==> config.mk <==
export PLATFORM = sky130hd
export DESIGN_NAME = ymodem_packet_framer_unit
export DESIGN_NICKNAME = d
export VERILOG_FILES = /design/src/rtl/core/ypf_pkg.sv /design/src/rtl/core/ymodem_packet_framer_unit.sv /design/src/rtl/core/ypf_front.sv /design/src/rtl/core/ypf_queue.sv /design/src/rtl/core/ypf_back.sv
export SDC_FILE = /design/constraint.sdc
export NUM_CORES = 1
export LEC_CHECK = 0
export BUFFER_PORTS_ARGS = -buffer_cell sky130_fd_sc_hd__buf_2
export CAP_MARGIN = 20
export CORE_ASPECT_RATIO = 2
export CORE_MARGIN = 2
export CORE_UTILIZATION = 45
export CTS_BUF_LIST = sky130_fd_sc_hd__clkbuf_8
export CTS_CLUSTER_SIZE = 14
export DETAILED_ROUTE_END_ITERATION = 8
export GPL_ROUTABILITY_DRIVEN = 0
export PLACE_DENSITY_LB_ADDON = 0.25
export SETUP_SLACK_MARGIN = 0.5
export SLEW_MARGIN = 15
export SYNTH_ARGS = -nofsm -noshare
export SYNTH_HDL_FRONTEND = slang
export SYNTH_SLANG_ARGS = --single-unit
==> constraint.sdc <==
create_clock -name clock -period 4.6 [get_ports clock]
set_clock_uncertainty 0.05 [all_clocks]
set_input_delay 0.23 -clock clock [delete_from_list [all_inputs] [get_ports clock]]
set_output_delay 0.23 -clock clock [all_outputs]
set_load 0.01 [all_outputs]
==> src/rtl/core/ypf_pkg.sv <==
// Package for the YMODEM packet framer: byte codes, event codes and the
// command record passed from the front end to the result stage.
// No dependencies.
package ypf_pkg;

   // Line bytes
   localparam logic [7:0] BYTE_SOH  = 8'h01;
   localparam logic [7:0] BYTE_STX  = 8'h02;
   localparam logic [7:0] BYTE_EOT  = 8'h04;
   localparam logic [7:0] BYTE_CA   = 8'h18;
   localparam logic [7:0] BYTE_ESC  = 8'h1B;
   localparam logic [7:0] BYTE_ABT1 = 8'h41;
   localparam logic [7:0] BYTE_ABT2 = 8'h61;

   // Event codes on the result channel
   localparam logic [2:0] EV_PAYLOAD = 3'd0;
   localparam logic [2:0] EV_OK      = 3'd1;
   localparam logic [2:0] EV_BADSEQ  = 3'd2;
   localparam logic [2:0] EV_EOT     = 3'd3;
   localparam logic [2:0] EV_SABORT  = 3'd4;
   localparam logic [2:0] EV_UABORT  = 3'd5;
   localparam logic [2:0] EV_ERROR   = 3'd6;
   localparam logic [2:0] EV_IDLE_TO = 3'd7;

   // Packet geometry (positions count bytes after the start byte)
   localparam logic [10:0] HEADER_LEN = 11'd2;
   localparam logic [10:0] SHORT_LEN  = 11'd128;
   localparam logic [10:0] LONG_LEN   = 11'd1024;
   localparam logic [10:0] SHORT_CRC_POS = 11'd130;
   localparam logic [10:0] LONG_CRC_POS  = 11'd1026;

   // Command queue between front end and result stage
   localparam int QUEUE_DEPTH = 4;
   localparam int QUEUE_AW    = 2;

   typedef enum logic [1:0] {
      CMD_PAYLOAD,
      CMD_VERDICT,
      CMD_EVENT
   } cmd_kind_type;

   typedef struct packed {
      cmd_kind_type kind;
      logic [2:0]   ev;          // simple events only
      logic [7:0]   data;        // payload byte
      logic [9:0]   offset;      // payload offset
      logic [7:0]   seq;         // verdict: sequence byte
      logic [7:0]   seq_comp;    // verdict: complement byte
      logic         long_packet; // verdict: 1024-byte packet
      logic [15:0]  crc;         // verdict: received CRC
   } cmd_type;

   typedef struct packed {
      logic full;
      logic empty;
   } queue_status_type;

endpackage

==> src/rtl/core/ymodem_packet_framer_unit.sv <==
// YMODEM packet framer, top level.
// Request channel: push a request (req_kind, req_rx_byte) while req_full is
//    low; each request is one received byte or one receive-timeout tick.
//    Requests are taken every cycle while req_full is low; a request that
//    yields no result (a start byte, a header byte, the first CA, the CRC
//    high byte) still passes through the framer in its cycle.
// Result channel: while rsp_empty is low the oldest result is on the rsp_
//    ports; rsp_pop takes it. At most one result per request, in order.
// Path: the framer writes the command queue at the edge that takes a
//    request, and the output register loads the command from the queue
//    once that register is free or being taken. Throughput: one request per
//    cycle while req_full is low; the framer state updates on each request.
// Stalls: if the receiver holds off, results gather in a four-entry command
//    queue behind the output register; req_full rises once that queue is
//    full and drops the cycle after the output register takes a command.
// Reset (synchronous): framer back to idle, queue and output register
//    emptied; nothing reaches the result side until new requests arrive.
// Depends on ypf_pkg, ypf_front, ypf_queue, ypf_back.
module ymodem_packet_framer_unit import ypf_pkg::*; (
   input  logic        clock,
   input  logic        reset,
   input  logic        req_push,
   output logic        req_full,
   input  logic        req_kind,
   input  logic [7:0]  req_rx_byte,
   output logic        rsp_empty,
   input  logic        rsp_pop,
   output logic [2:0]  rsp_event_res,
   output logic [7:0]  rsp_data_byte,
   output logic [9:0]  rsp_offset,
   output logic [7:0]  rsp_seq_num,
   output logic [10:0] rsp_packet_len,
   output logic [15:0] rsp_crc_value
);

   queue_status_type q_status;
   cmd_type          front_cmd;
   cmd_type          head_cmd;
   logic             front_push;
   logic             back_pop;
   logic             accept;

   // hold requests off while the queue has no room
   assign req_full = q_status.full;
   assign accept   = req_push && !req_full;

   // classify each request and advance the framing state
   ypf_front u_front (
      .clock       (clock),
      .reset       (reset),
      .accept      (accept),
      .req_kind    (req_kind),
      .req_rx_byte (req_rx_byte),
      .cmd_push    (front_push),
      .cmd         (front_cmd)
   );

   // decouple the framer from the result side
   ypf_queue u_queue (
      .clock  (clock),
      .reset  (reset),
      .push   (front_push),
      .wr_cmd (front_cmd),
      .pop    (back_pop),
      .rd_cmd (head_cmd),
      .status (q_status)
   );

   // build result fields and hold them until taken
   ypf_back u_back (
      .clock          (clock),
      .reset          (reset),
      .cmd            (head_cmd),
      .q_status       (q_status),
      .cmd_pop        (back_pop),
      .rsp_pop        (rsp_pop),
      .rsp_empty      (rsp_empty),
      .rsp_event_res  (rsp_event_res),
      .rsp_data_byte  (rsp_data_byte),
      .rsp_offset     (rsp_offset),
      .rsp_seq_num    (rsp_seq_num),
      .rsp_packet_len (rsp_packet_len),
      .rsp_crc_value  (rsp_crc_value)
   );

endmodule

==> src/rtl/core/ypf_front.sv <==
// Front end of the YMODEM packet framer: tracks the framing state per
// request and classifies it into a command for the result stage.
// Depends on ypf_pkg.
module ypf_front import ypf_pkg::*; (
   input  logic       clock,
   input  logic       reset,
   input  logic       accept,
   input  logic       req_kind,
   input  logic [7:0] req_rx_byte,
   output logic       cmd_push,
   output cmd_type    cmd
);

   typedef enum logic [1:0] {
      PH_IDLE,
      PH_CAWAIT,
      PH_PACKET
   } phase_type;

   phase_type   phase_ff, phase_in;
   logic [10:0] byte_pos_ff, byte_pos_in;
   logic        long_ff, long_in;
   logic [7:0]  seq_ff, seq_in;
   logic [7:0]  seq_comp_ff, seq_comp_in;
   logic [7:0]  crc_high_ff, crc_high_in;
   logic [10:0] crc_pos;
   logic [10:0] pos_m2;

   assign crc_pos = long_ff ? LONG_CRC_POS : SHORT_CRC_POS;
   assign pos_m2  = byte_pos_ff - HEADER_LEN;

   always_comb begin
      phase_in    = phase_ff;
      byte_pos_in = byte_pos_ff;
      long_in     = long_ff;
      seq_in      = seq_ff;
      seq_comp_in = seq_comp_ff;
      crc_high_in = crc_high_ff;
      cmd_push    = 1'b0;
      cmd         = '0;
      cmd.kind    = CMD_EVENT;
      if (accept) begin
         case (phase_ff)
            PH_CAWAIT: begin
               phase_in = PH_IDLE;
               cmd_push = 1'b1;
               cmd.ev   = (!req_kind && req_rx_byte == BYTE_CA) ? EV_SABORT : EV_ERROR;
            end
            PH_PACKET: begin
               if (req_kind) begin
                  // drop the packet
                  phase_in    = PH_IDLE;
                  byte_pos_in = '0;
                  cmd_push    = 1'b1;
                  cmd.ev      = EV_ERROR;
               end else begin
                  byte_pos_in = byte_pos_ff + 11'd1;
                  if (byte_pos_ff == 11'd0) begin
                     seq_in = req_rx_byte;
                  end else if (byte_pos_ff == 11'd1) begin
                     seq_comp_in = req_rx_byte;
                  end else if (byte_pos_ff < crc_pos) begin
                     cmd_push   = 1'b1;
                     cmd.kind   = CMD_PAYLOAD;
                     cmd.data   = req_rx_byte;
                     cmd.offset = pos_m2[9:0];
                  end else if (byte_pos_ff == crc_pos) begin
                     crc_high_in = req_rx_byte;
                  end else begin
                     phase_in         = PH_IDLE;
                     byte_pos_in      = '0;
                     cmd_push         = 1'b1;
                     cmd.kind         = CMD_VERDICT;
                     cmd.seq          = seq_ff;
                     cmd.seq_comp     = seq_comp_ff;
                     cmd.long_packet  = long_ff;
                     cmd.crc          = {crc_high_ff, req_rx_byte};
                  end
               end
            end
            default: begin
               phase_in = PH_IDLE;
               if (req_kind) begin
                  cmd_push = 1'b1;
                  cmd.ev   = EV_IDLE_TO;
               end else begin
                  case (req_rx_byte)
                     BYTE_SOH, BYTE_STX: begin
                        phase_in    = PH_PACKET;
                        byte_pos_in = '0;
                        long_in     = (req_rx_byte == BYTE_STX);
                     end
                     BYTE_EOT: begin
                        cmd_push = 1'b1;
                        cmd.ev   = EV_EOT;
                     end
                     BYTE_CA: begin
                        phase_in = PH_CAWAIT;
                     end
                     BYTE_ABT1, BYTE_ABT2, BYTE_ESC: begin
                        cmd_push = 1'b1;
                        cmd.ev   = EV_UABORT;
                     end
                     default: begin
                        cmd_push = 1'b1;
                        cmd.ev   = EV_ERROR;
                     end
                  endcase
               end
            end
         endcase
      end
   end

   always_ff @(posedge clock) begin
      if (reset) begin
         phase_ff    <= PH_IDLE;
         byte_pos_ff <= '0;
         long_ff     <= 1'b0;
         seq_ff      <= '0;
         seq_comp_ff <= '0;
         crc_high_ff <= '0;
      end else begin
         phase_ff    <= phase_in;
         byte_pos_ff <= byte_pos_in;
         long_ff     <= long_in;
         seq_ff      <= seq_in;
         seq_comp_ff <= seq_comp_in;
         crc_high_ff <= crc_high_in;
      end
   end

endmodule

==> src/rtl/core/ypf_queue.sv <==
// Short command queue between the framer front end and the result stage.
// Depends on ypf_pkg.
module ypf_queue import ypf_pkg::*; (
   input  logic             clock,
   input  logic             reset,
   input  logic             push,
   input  cmd_type          wr_cmd,
   input  logic             pop,
   output cmd_type          rd_cmd,
   output queue_status_type status
);

   cmd_type               slot_ff [QUEUE_DEPTH];
   logic [QUEUE_AW-1:0]   wr_ptr_ff, wr_ptr_in;
   logic [QUEUE_AW-1:0]   rd_ptr_ff, rd_ptr_in;
   logic [QUEUE_AW:0]     count_ff, count_in;
   logic                  do_push, do_pop;

   assign status.full  = (count_ff == QUEUE_AW'(0) + (QUEUE_AW+1)'(QUEUE_DEPTH));
   assign status.empty = (count_ff == '0);
   assign do_push      = push && !status.full;
   assign do_pop       = pop && !status.empty;
   assign rd_cmd       = slot_ff[rd_ptr_ff];

   always_comb begin
      wr_ptr_in = do_push ? wr_ptr_ff + QUEUE_AW'(1) : wr_ptr_ff;
      rd_ptr_in = do_pop  ? rd_ptr_ff + QUEUE_AW'(1) : rd_ptr_ff;
      count_in  = count_ff;
      if (do_push && !do_pop) begin
         count_in = count_ff + (QUEUE_AW+1)'(1);
      end else if (do_pop && !do_push) begin
         count_in = count_ff - (QUEUE_AW+1)'(1);
      end
   end

   always_ff @(posedge clock) begin
      if (reset) begin
         wr_ptr_ff <= '0;
         rd_ptr_ff <= '0;
         count_ff  <= '0;
      end else begin
         wr_ptr_ff <= wr_ptr_in;
         rd_ptr_ff <= rd_ptr_in;
         count_ff  <= count_in;
      end
   end

   always_ff @(posedge clock) begin
      if (do_push) begin
         slot_ff[wr_ptr_ff] <= wr_cmd;
      end
   end

endmodule

==> src/rtl/core/ypf_back.sv <==
// Result stage of the YMODEM packet framer: turns queued commands into
// result fields (verdict check, packet length) held in an output register.
// Depends on ypf_pkg.
module ypf_back import ypf_pkg::*; (
   input  logic             clock,
   input  logic             reset,
   input  cmd_type          cmd,
   input  queue_status_type q_status,
   output logic             cmd_pop,
   input  logic             rsp_pop,
   output logic             rsp_empty,
   output logic [2:0]       rsp_event_res,
   output logic [7:0]       rsp_data_byte,
   output logic [9:0]       rsp_offset,
   output logic [7:0]       rsp_seq_num,
   output logic [10:0]      rsp_packet_len,
   output logic [15:0]      rsp_crc_value
);

   logic        valid_ff, valid_in;
   logic [2:0]  event_ff, event_in;
   logic [7:0]  data_ff, data_in;
   logic [9:0]  offset_ff, offset_in;
   logic [7:0]  seq_ff, seq_in;
   logic [10:0] len_ff, len_in;
   logic [15:0] crc_ff, crc_in;
   logic        load;

   // advance when the output register is free or being taken
   assign load    = !valid_ff || rsp_pop;
   assign cmd_pop = load && !q_status.empty;

   always_comb begin
      event_in  = EV_ERROR;
      data_in   = '0;
      offset_in = '0;
      seq_in    = '0;
      len_in    = '0;
      crc_in    = '0;
      case (cmd.kind)
         CMD_PAYLOAD: begin
            event_in  = EV_PAYLOAD;
            data_in   = cmd.data;
            offset_in = cmd.offset;
         end
         CMD_VERDICT: begin
            event_in = (cmd.seq == ~cmd.seq_comp) ? EV_OK : EV_BADSEQ;
            seq_in   = cmd.seq;
            len_in   = cmd.long_packet ? LONG_LEN : SHORT_LEN;
            crc_in   = cmd.crc;
         end
         CMD_EVENT: begin
            event_in = cmd.ev;
         end
         default: begin
            event_in = EV_ERROR;
         end
      endcase
      valid_in = load ? !q_status.empty : valid_ff;
   end

   always_ff @(posedge clock) begin
      if (reset) begin
         valid_ff <= 1'b0;
      end else begin
         valid_ff <= valid_in;
      end
   end

   always_ff @(posedge clock) begin
      if (cmd_pop) begin
         event_ff  <= event_in;
         data_ff   <= data_in;
         offset_ff <= offset_in;
         seq_ff    <= seq_in;
         len_ff    <= len_in;
         crc_ff    <= crc_in;
      end
   end

   assign rsp_empty      = !valid_ff;
   assign rsp_event_res  = event_ff;
   assign rsp_data_byte  = data_ff;
   assign rsp_offset     = offset_ff;
   assign rsp_seq_num    = seq_ff;
   assign rsp_packet_len = len_ff;
   assign rsp_crc_value  = crc_ff;

endmodule

[Yosys cells after proc, flatten, opt, wreduce, memory -nomap -nowiden]
Memories as Yosys holds them, arrays and structs flattened. A register that Yosys moved wholly into a read port is not among the register bits.
Cells that the tools add are included.
Word-level totals
  memories kept: 1
  ROM bits: 0
  bits of input ports: 13
  bits in writable memories: 224
  bits in latches: 0
  register bits: 102
Operators by class
  multiply operators: 0
  multiplexer cells: 54
  magnitude comparators: 1
  shifts and indexed selects: 0
  reductions and logical operators: 29
  add/subtract/negate cells: 6
  eq/ne operators: 20
  bitwise operators: 7
  div/mod/pow operators: 0
Memory list
  u_queue.slot_ff: words 4, bits a word 56, read ports 1, clocked after memory_dff 1, write ports 1, RTL line ypf_queue.sv:13  | cmd_type slot_ff [QUEUE_DEPTH];
Operators with widths (number)
  $mux 51: 4
  $mux 11: 9
  $mux 33: 2
  $mux 56: 1
  $mux 2: 16
  $pmux 11 s2: 1
  $mux 18: 1
  $pmux 3 s3: 2
  $eq 8x5->1 const B: 2
  $eq 8x7->1 const B: 2
  $mux 3: 4
  $ne 3x3->1 const B: 4
  $reduce_and 4->1: 3
  $add 11x1->11 const B: 1
  $eq 11x1->1 const B: 1
  $eq 11x11->1: 1
  $logic_not 11->1: 1
  $lt 11x11->1: 1
  $mux 1: 10
  $reduce_and 5->1: 2
  $sub 10x2->10 const B: 1
  $eq 8x1->1 const B: 1
  $eq 8x2->1 const B: 1
  $eq 8x3->1 const B: 1
  22 further kinds: 45

[Longest topological paths before layout]
Gate-level depths: netlist of the first run.
  depth after elaboration: 14
  gate-level depth with buffers: 13
  mapped depth without buffers: 12

[Modules after synthesis]
From an unflattened synthesis of the first run, not the netlist that was laid out.
Second synthesis, totals
  cell total of the unflattened synthesis: 787
  area, all modules: 13145.1 sq um
Modules (own cells, without submodules)
  ypf_queue: cells an instance 340, area each 8578.2 sq um, sequential area each 6906.6 sq um, times used 1
  ypf_front: cells an instance 318, area each 2592.5 sq um, sequential area each 760.7 sq um, times used 1
  ypf_back: cells an instance 128, area each 1960.6 sq um, sequential area each 1431.4 sq um, times used 1
  ymodem_packet_framer_unit: cells an instance 1, area each 13.8 sq um, sequential area each 0.0 sq um, times used 1

[Least setup slack after synthesis of the first run]
Ideal clock, no wire load.
  path kind: register to register
  start point: register u_queue.count_ff[0]
  end point: register u_queue.count_ff[2]
  buffers on the path: 0
  clock period less this slack: 4.223 ns
  cell stages (with the launch flop): 10
  setup slack: 0.377 ns
  arrival time: 4.102 ns
  cell sequence: dfxtp_1 > nor3_1 > a21oi_1 > inv_1 > ha_1 > inv_1 > fa_1 > xor2_1 > or3_1 > a21oi_1
On the way
  elaborated cells between the ends (all ways): 18
  those cells by class: add/sub: 2; eq/ne: 1; mux: 3; reduce/logical: 12
RTL lines
  from (decl): RTL line ypf_queue.sv:16  | logic [QUEUE_AW:0] count_ff, count_in;
  from (signal assigned): RTL line ypf_queue.sv:44  | count_ff <= count_in;
  $logic_not 3->1 (*): RTL line ypf_queue.sv:20  | assign status.empty = (count_ff == '0);
  $logic_not 1->1 (*): RTL line ypf_back.sv:31  | assign cmd_pop = load && !q_status.empty;
  $logic_and 1x1->1 (*): RTL line ypf_back.sv:31
  via back_pop: RTL line ymodem_packet_framer_unit.sv:40  | logic back_pop;
  $logic_and 1x1->1 (*): RTL line ypf_queue.sv:22  | assign do_pop = pop && !status.empty;
  $logic_not 1->1: RTL line ypf_queue.sv:29  | if (do_push && !do_pop) begin
  $logic_and 1x1->1: RTL line ypf_queue.sv:29
  $mux 3 / $reduce_bool 2->1 (equally long branches)
The timed path passes the listed nets; every way through them passes the cells marked *. The select of a mux whose other input is x is not followed.
A chain may end at the register's enable or synchronous reset.

[Worst setup path in the final report of the first run]
  start point: register u_front.byte_pos_ff[10]
  end point: memory u_queue.slot_ff[1][25] (netlist name) (enable)
On the way
  longest elaborated chain between the ends: 11
  elaborated cells between the ends (all ways): 14
  those cells by class: order compare: 1; eq/ne: 2; mux: 9; reduce/logical: 2
RTL lines
  from (decl): RTL line ypf_front.sv:21  | logic [10:0] byte_pos_ff, byte_pos_in;
  from (signal assigned): RTL line ypf_front.sv:125  | byte_pos_ff <= byte_pos_in;
  branches (longest 4 deep; another with $lt 11x11->1)
  $mux 1 (*): RTL line ypf_front.sv:58  | if (byte_pos_ff == 11'd0) begin
  $mux 1 (*): RTL line ypf_front.sv:50  | if (req_kind) begin
  $pmux 1 s2 (*): RTL line ypf_front.sv:43  | case (phase_ff)
  $mux 1 (*): RTL line ypf_front.sv:42  | if (accept) begin
  $logic_and 1x1->1 (*): RTL line ypf_queue.sv:21  | assign do_push = push && !status.full;
  via u_queue.do_push: RTL line ypf_queue.sv:17  | logic do_push, do_pop;
  $mux 1 (*): RTL line ypf_queue.sv:49  | if (do_push) begin
  $mux 1 (implied by the code) (*): RTL line ypf_queue.sv:50  | slot_ff[wr_ptr_ff] <= wr_cmd;
  to (decl): RTL line ypf_queue.sv:13
Mark *: on every way through the listed nets, which the timed path passes.

==> qor.yml, run 1 <==
hpwl_um: 16200
synth-seq-cells: 319
die_height_um: 245
critPathSlowestCell: "and2_2"
detail-route-antenna-nets: 0
setup_viol: 0
grt_pass1_wl_um: 40300
startpoint_type: "flip-flop"
clock.fmax_mhz: 290
r2r_end: "u_queue.slot_ff[1][25]$_DFFE_PP_"
vias: 6789
postPlaceCellArea_mm2: 0.0137
htreeDepth: 2
ff2ff_path_depth: 7
drt_iter0_markers: 421
hold_path.class: "in2reg"
cts_setup_buffers: 0
postLayoutCellArea_mm2: 0.0145
globalRoute.totalOverflow: 0
synth_edf_count: 271
cts_resized: 0
synth.avg_cell_area_um2: 16.4
worstPathCellList: "ha_1 > o31a_1 > or3_1 > a21oi_2 > o311a_4 > and2_2 > buf_4"
max_slew.worst_pin.slew_ps: 1000
die_x_um: 124
clk_pin_slew_ps: 60
initial_utilization_pct: 45.4
async_flop_share_pct: 0
peakVddDrop_mv: 0.440
maxCapViolations: 0
post-synth-top-count-cell: "edfxtp_1"
yosys.area.top_type: "edfxtp_1"
drc: 0
cts_hold_buf: 1
cts_buffers: 44
timing.max_slew.rel_slack_pct: 33.3
syn_area_mm2: 0.0130
grt_setup_unrepaired: "no"
avgViaCountPerCell: 5.37
outcome: "completed"
finalCriticalPeriod_ps: 3440
antenna_found_initial: 1
clk_latency_ps: 550
wl_per_cell_um: 20.5
cp_num_cells: 7
path_buf_inv: 1
drive_gt1_share_pct: 22.9
cts-root-buf: "clkbuf_8"
coreArea_mm2: 0.0287
register_area_mm2: 0.00910
synth_cells: 794
multi_input_area_mm2: 0.00369
synth.distinct_cells: 54
crit_fanout: 36
r2r_start: "u_front.byte_pos_ff[10]$_SDFFE_PP0P_"
ioPinCount: 71
routed_wl_um: 25900
finish.net_count: 901
required_ps: 4760
drv_slew: 0
die_area_mm2: 0.0304
tns_ps: 0
num-fill-cells: 2393
whs_path_depth: 3
synthFlopType: "edfxtp_1"
hold_path_end: "u_front.seq_comp_ff[4]$_SDFFE_PP0P_"
r2r_slack_ps: 1160
cts_tree: "done"
grt_pass1_vias: 7310
netlist.area_leader.share_pct: 62.4
seq_area_frac_synth_pct: 69.8
yosys_warnings: 0
slowest_delay_ps: 800
hp-start: "req_rx_byte[4]"
hold_viol_final: 0
synth.top_cells.by_area: "edfxtp_1 62%, mux4_2 9.7%, dfxtp_1 7.4%"
cp-end-kind: "flip-flop"
finalCritPeriodShare_pct: 74.9
worstPathArrival_ps: 3600
grt.total_usage_pct: 17.2
portBuffers: 61
synth.top_cells.by_count: "271 x edfxtp_1, 65 x and2_1, 65 x nor2_1"
syn2layout_area_growth_pct: 11.2
leakage_nw: 5.11
clkSinkCount: 319
cts_buffer_depth: 3
first_pass_iters: 5
grt_max_degree: 57
path_class: "reg2reg"
std_cell_rows: 88
p_per_area_mw_per_mm2: 501
cp_top_family: "simple AND/OR/NAND/NOR gates"
worst min-delay path, delay by kind of cell:
family                 cells  cell delay, ps
buffers and inverters      1             190
muxes                      1             150
and+or+nand+nor            1              50
cell families after synthesis:
logic type	after synthesis	share of synthesized area [%]
fa+ha+maj	17	1.69
simple gates	237	10.1
buf+inv	69	2.38
other cells	1	0.0287
flops	319	69.8
compound gates	37	2.20
mux	86	12.0
xor+xnor	28	1.88
how the worst max path moves through the flow:
| stage | slack, ps | startpoint | end |
|---|---|---|---|
| after detailed placement | 1150 | u_front.byte_pos_ff[10]$_SDFFE_PP0P_ | u_queue.slot_ff[1][44]$_DFFE_PP_ |
| after global routing | 980 | u_front.byte_pos_ff[10]$_SDFFE_PP0P_ | u_queue.slot_ff[1][17]$_DFFE_PP_ |
| after CTS | 1120 | u_front.byte_pos_ff[10]$_SDFFE_PP0P_ | u_queue.slot_ff[1][25]$_DFFE_PP_ |
| final | 1160 | u_front.byte_pos_ff[10]$_SDFFE_PP0P_ | u_queue.slot_ff[1][25]$_DFFE_PP_ |
| after floorplan | 1220 | u_front.byte_pos_ff[10]$_SDFFE_PP0P_ | u_queue.slot_ff[0][0]$_DFFE_PP_ |
| after global placement | 1170 | u_front.byte_pos_ff[10]$_SDFFE_PP0P_ | u_queue.slot_ff[1][44]$_DFFE_PP_ |
stage by stage:
step                      total power, mW  utilization, %  instances  setup slack (ps)  hold slack [ps]
after global placement               5.38            47.7       1183              1170              415
final                                7.26            50.5       1264              1160             67.1
after CTS                            7.39            50.5       1263              1120             36.4
after floorplan                      4.87               -        802              1220              324
after detailed placement             5.40            47.7       1184              1150              424
after global routing                 7.60            50.5       1264               979             56.0
cells in the final DEF (no fill, tap or decap), types with 5 or more instances in the layout:
master and n:
nor4_1 10, xnor2_1 23, edfxtp_1 271, a21oi_1 8
and3_1 7, nand2_1 18, inv_1 32, buf_4 10
clkbuf_8 48, mux4_2 56, nand4_1 7, nor2b_1 21
clkinv_1 9, clkinv_2 7, conb_1 9, xor2_1 5
nor3_1 10, dfxtp_1 46, o21ai_0 8, nand2b_1 5
ha_1 16, buf_2 62, nor2_1 65, and2_1 61
mux2i_1 29
routing by layer:
| metal | vias up | track usage [%] | share of wire (%) |
|---|---|---|---|
| met1 | 3474 | 17.7 | 36 |
| met3 | 47 | 2.09 | 2.7 |
| li1 | 3136 | - | - |
| met2 | 132 | 34.3 | 58 |
| met4 | 0 | 7.07 | 3.1 |
| met5 | - | 0 | 0 |
power breakdown:
| part | leakage (nW) | switching (mW) | total (mW) | internal (mW) |
|---|---|---|---|---|
| Combinational | 1.71 | 0.812 | 1.49 | 0.678 |
| Clock | 0.456 | 1.01 | 1.97 | 0.961 |
| Sequential | 2.95 | 0.180 | 3.80 | 3.62 |
| Total | 5.11 | 2.00 | 7.26 | 5.26 |
flip-flops by register name, summed over array words and instances (netlist names), 3 cells and up, named ones only:
register	cells
u_back.rsp_crc_value	16
u_front.byte_pos_ff	11
u_queue.count_ff	3
u_front.seq_comp_ff	8
u_back.rsp_data_byte	8
u_front.seq_ff	8
u_back.rsp_event_res	3
u_queue.slot_ff	224
u_back.rsp_seq_num	8
u_front.crc_high_ff	8
u_back.rsp_offset	10
cell type report:
type | instances | area share, %
inverter | 19 | 0.492
clock buffer | 48 | 4.56
timing repair buffer | 73 | 2.73
clock inverter | 30 | 0.863
tap | 360 | 3.11
antenna | 1 | 0.0173
sequential | 319 | 62.8
multi-input combinational | 414 | 25.5
Power figures use the tool's default switching activity.
==> run 2: changes to the inputs <==
Clock period 4.6 ns to 3.24 ns, I/O delays scaled along.
==> run 2 against run 1 <==
Compared with the run above:
- sequential cell count did not move
- cell count increased by 3.1%
- wire length increased by 1.2%
- utilization up 1.6 points
- die area did not move
- highest routed layer unchanged
- largest cell class unchanged
- critical endpoint is now u_queue.count_ff[2]$_SDFFE_PP0P_
==> qor.yml, run 2 (same netlist as run 1, synthesis figures left out) <==
outcome: "completed"
hold_path.class: "in2reg"
drt_iter0_markers: 478  # +14%
path_class: "reg2reg"
wl_per_cell_um: 20.1  # -1.8%
htreeDepth: 2  # unchanged
crit_fanout: 4  # -89%
maxCapViolations: 0  # unchanged
clock.fmax_mhz: 372  # +28%
r2r_start: "u_front.byte_pos_ff[7]$_SDFFE_PP0P_"
leakage_nw: 5.35  # +4.6%
r2r_end: "u_queue.count_ff[2]$_SDFFE_PP0P_"
die_x_um: 124  # unchanged
cts_buffer_depth: 3  # unchanged
max_slew.worst_pin.slew_ps: 662  # -339 ps
final_common_cell: "edfxtp_1"
coreArea_mm2: 0.0287  # unchanged
die_area_mm2: 0.0304  # unchanged
cp-end-kind: "flip-flop"
clkSinkCount: 319  # unchanged
p_per_area_mw_per_mm2: 702  # +40%
setup_viol: 0  # unchanged
timing.max_slew.rel_slack_pct: 55.4  # +22 points
startpoint_type: "flip-flop"
clk_latency_ps: 550  # about the same
finalWorstSetupSlack_ps: 551  # -605 ps
grtUsageMet3_pct: 2.53  # +0.44 points
cts_buffers: 43  # -2.3%
required_ps: 3660  # -1100 ps
first_pass_iters: 4  # -1
peakVddDrop_mv: 0.327  # -26%
hpwl_um: 16600  # +2.5%
worstPathArrival_ps: 3110  # -490 ps
grt_pass1_wl_um: 40600  # +0.58%
met1_usage_pct: 17.9  # +0.11 points
cts-root-buf: "clkbuf_8"
globalRoute.totalOverflow: 0  # unchanged
drv_slew: 0  # unchanged
grt.total_usage_pct: 17.4  # +0.23 points
grt_use_met2_pct: 33.9  # -0.43 points
detail-route-antenna-nets: 0  # unchanged
grt_max_degree: 57  # unchanged
r2r_slack_ps: 550  # -600 ps
largest_reg_flops: 224  # unchanged
grt_setup_unrepaired: "yes"
avgViaCountPerCell: 5.38  # about the same
grt_pass1_vias: 7346  # +0.49%
whs_path_depth: 2  # -1
initial_utilization_pct: 45.4  # unchanged
finish.net_count: 938  # +4.1%
hp-start: "reset"
antenna_found_initial: 1  # unchanged
routed_wl_um: 26200  # +1.2%
drive_gt1_share_pct: 27.1  # +4.1 points
ioPinCount: 71  # unchanged
std_cell_rows: 88  # unchanged
hold_viol_final: 0  # unchanged
hold_path_end: "u_front.crc_high_ff[4]$_SDFFE_PP0P_"
place_ws_ps: 258  # -890 ps
cts_tree: "done"
top_register: "u_queue.slot_ff"
clk_pin_slew_ps: 70  # about the same
ff2ff_path_depth: 11  # +4
portBuffers: 61  # unchanged
tns_ps: 0  # unchanged
busiest_layer: "met2"
syn2layout_area_growth_pct: 14.8
finalCritPeriodShare_pct: 83.0  # +8.1 points
drc: 0  # unchanged
vias: 7004  # +3.2%
die_height_um: 245  # unchanged
final_cell_mix: "271 x edfxtp_1, 63 x nor2_1, 61 x and2_1, 61 x buf_2, 56 x mux4_2"
finalCriticalPeriod_ps: 2690  # -755 ps
## run 2: cell count changes in the layout (fill, tap and decap cells not counted), sizes merged
| cell | delta |
|---|---|
| dlygate4sd3 | +8 |
| buf | +30 |
| clkbuf | +5 |
| clkinv | -8 |
| inv | +4 |
## run 2: area by class of cell
| cell class | instances | area, µm² |
|---|---|---|
| antenna | 1 | 2.50 |
| clock buffer | 53 | 729 |
| clock inverter | 26 | 106 |
| fill | 2344 | 13800 |
| inverter | 19 | 71.3 |
| multi-input combinational | 414 | 3740 |
| sequential | 319 | 9120 |
| tap | 360 | 450 |
| timing repair buffer | 111 | 753 |
## run 2: worst max-delay path, stage by stage, from the launching register on
cell     delay, ps
dfxtp_4        360
ha_1           170
o31a_1         270
or3_4          360
a21oi_4        140
o311a_4        200
ha_4           130
inv_2           30
fa_2           320
xor2_1         150
or3_1          300
a21oi_1        140
## run 2: worst max path at each step
stage | startpoint | to | slack (ps) | cells past startpoint
floorplan | u_front.byte_pos_ff[5]$_SDFFE_PP0P_ | u_queue.count_ff[2]$_SDFFE_PP0P_ | 460 | 11
global placement | u_front.byte_pos_ff[9]$_SDFFE_PP0P_ | u_queue.count_ff[2]$_SDFFE_PP0P_ | 310 | 10
detailed placement | u_front.byte_pos_ff[9]$_SDFFE_PP0P_ | u_queue.count_ff[2]$_SDFFE_PP0P_ | 260 | 10
CTS | u_front.byte_pos_ff[4]$_SDFFE_PP0P_ | u_queue.slot_ff[2][39]$_DFFE_PP_ | 500 | 6
global route | u_front.long_ff$_SDFFE_PP0P_ | u_queue.count_ff[2]$_SDFFE_PP0P_ | 460 | 12
finish | u_front.byte_pos_ff[7]$_SDFFE_PP0P_ | u_queue.count_ff[2]$_SDFFE_PP0P_ | 550 | 11
## run 2: where the power goes
group          switching (mW)  internal (mW)  leakage (nW)
combinational            1.20           1.06          1.90
sequential              0.221           5.13          2.96
clock                    1.43           1.48         0.494
total                    2.85           7.67          5.35
## run 2: timing repair
item                                   in CTS  in global routing
setup buffers                               8                  1
gates resized for setup                    10                  6
pin swaps                                  11                  2
setup endpoints to repair                 200                 37
hold buffers                                9                  0
endpoints found under the hold margin      21                  0
## run 2: routing by layer
metal,wire length (µm),vias to the layer above
li1,-,3212
met1,9200,3544
met2,15100,175
met3,821,73
met4,1080,0
met5,0,-
## run 2: per-stage QoR
stage	total power, mW	std cells	instance area [µm²]	hold slack (ps)	utilization [%]
floorplan	6.92	802	13100	256	-
global placement	7.73	1205	13900	414	48.5
detailed placement	7.76	1205	13900	422	48.5
CTS	10.7	1301	14900	22.9	52.0
global route	11.0	1303	15000	48.4	52.1
finish	10.5	1303	15000	36.8	52.1
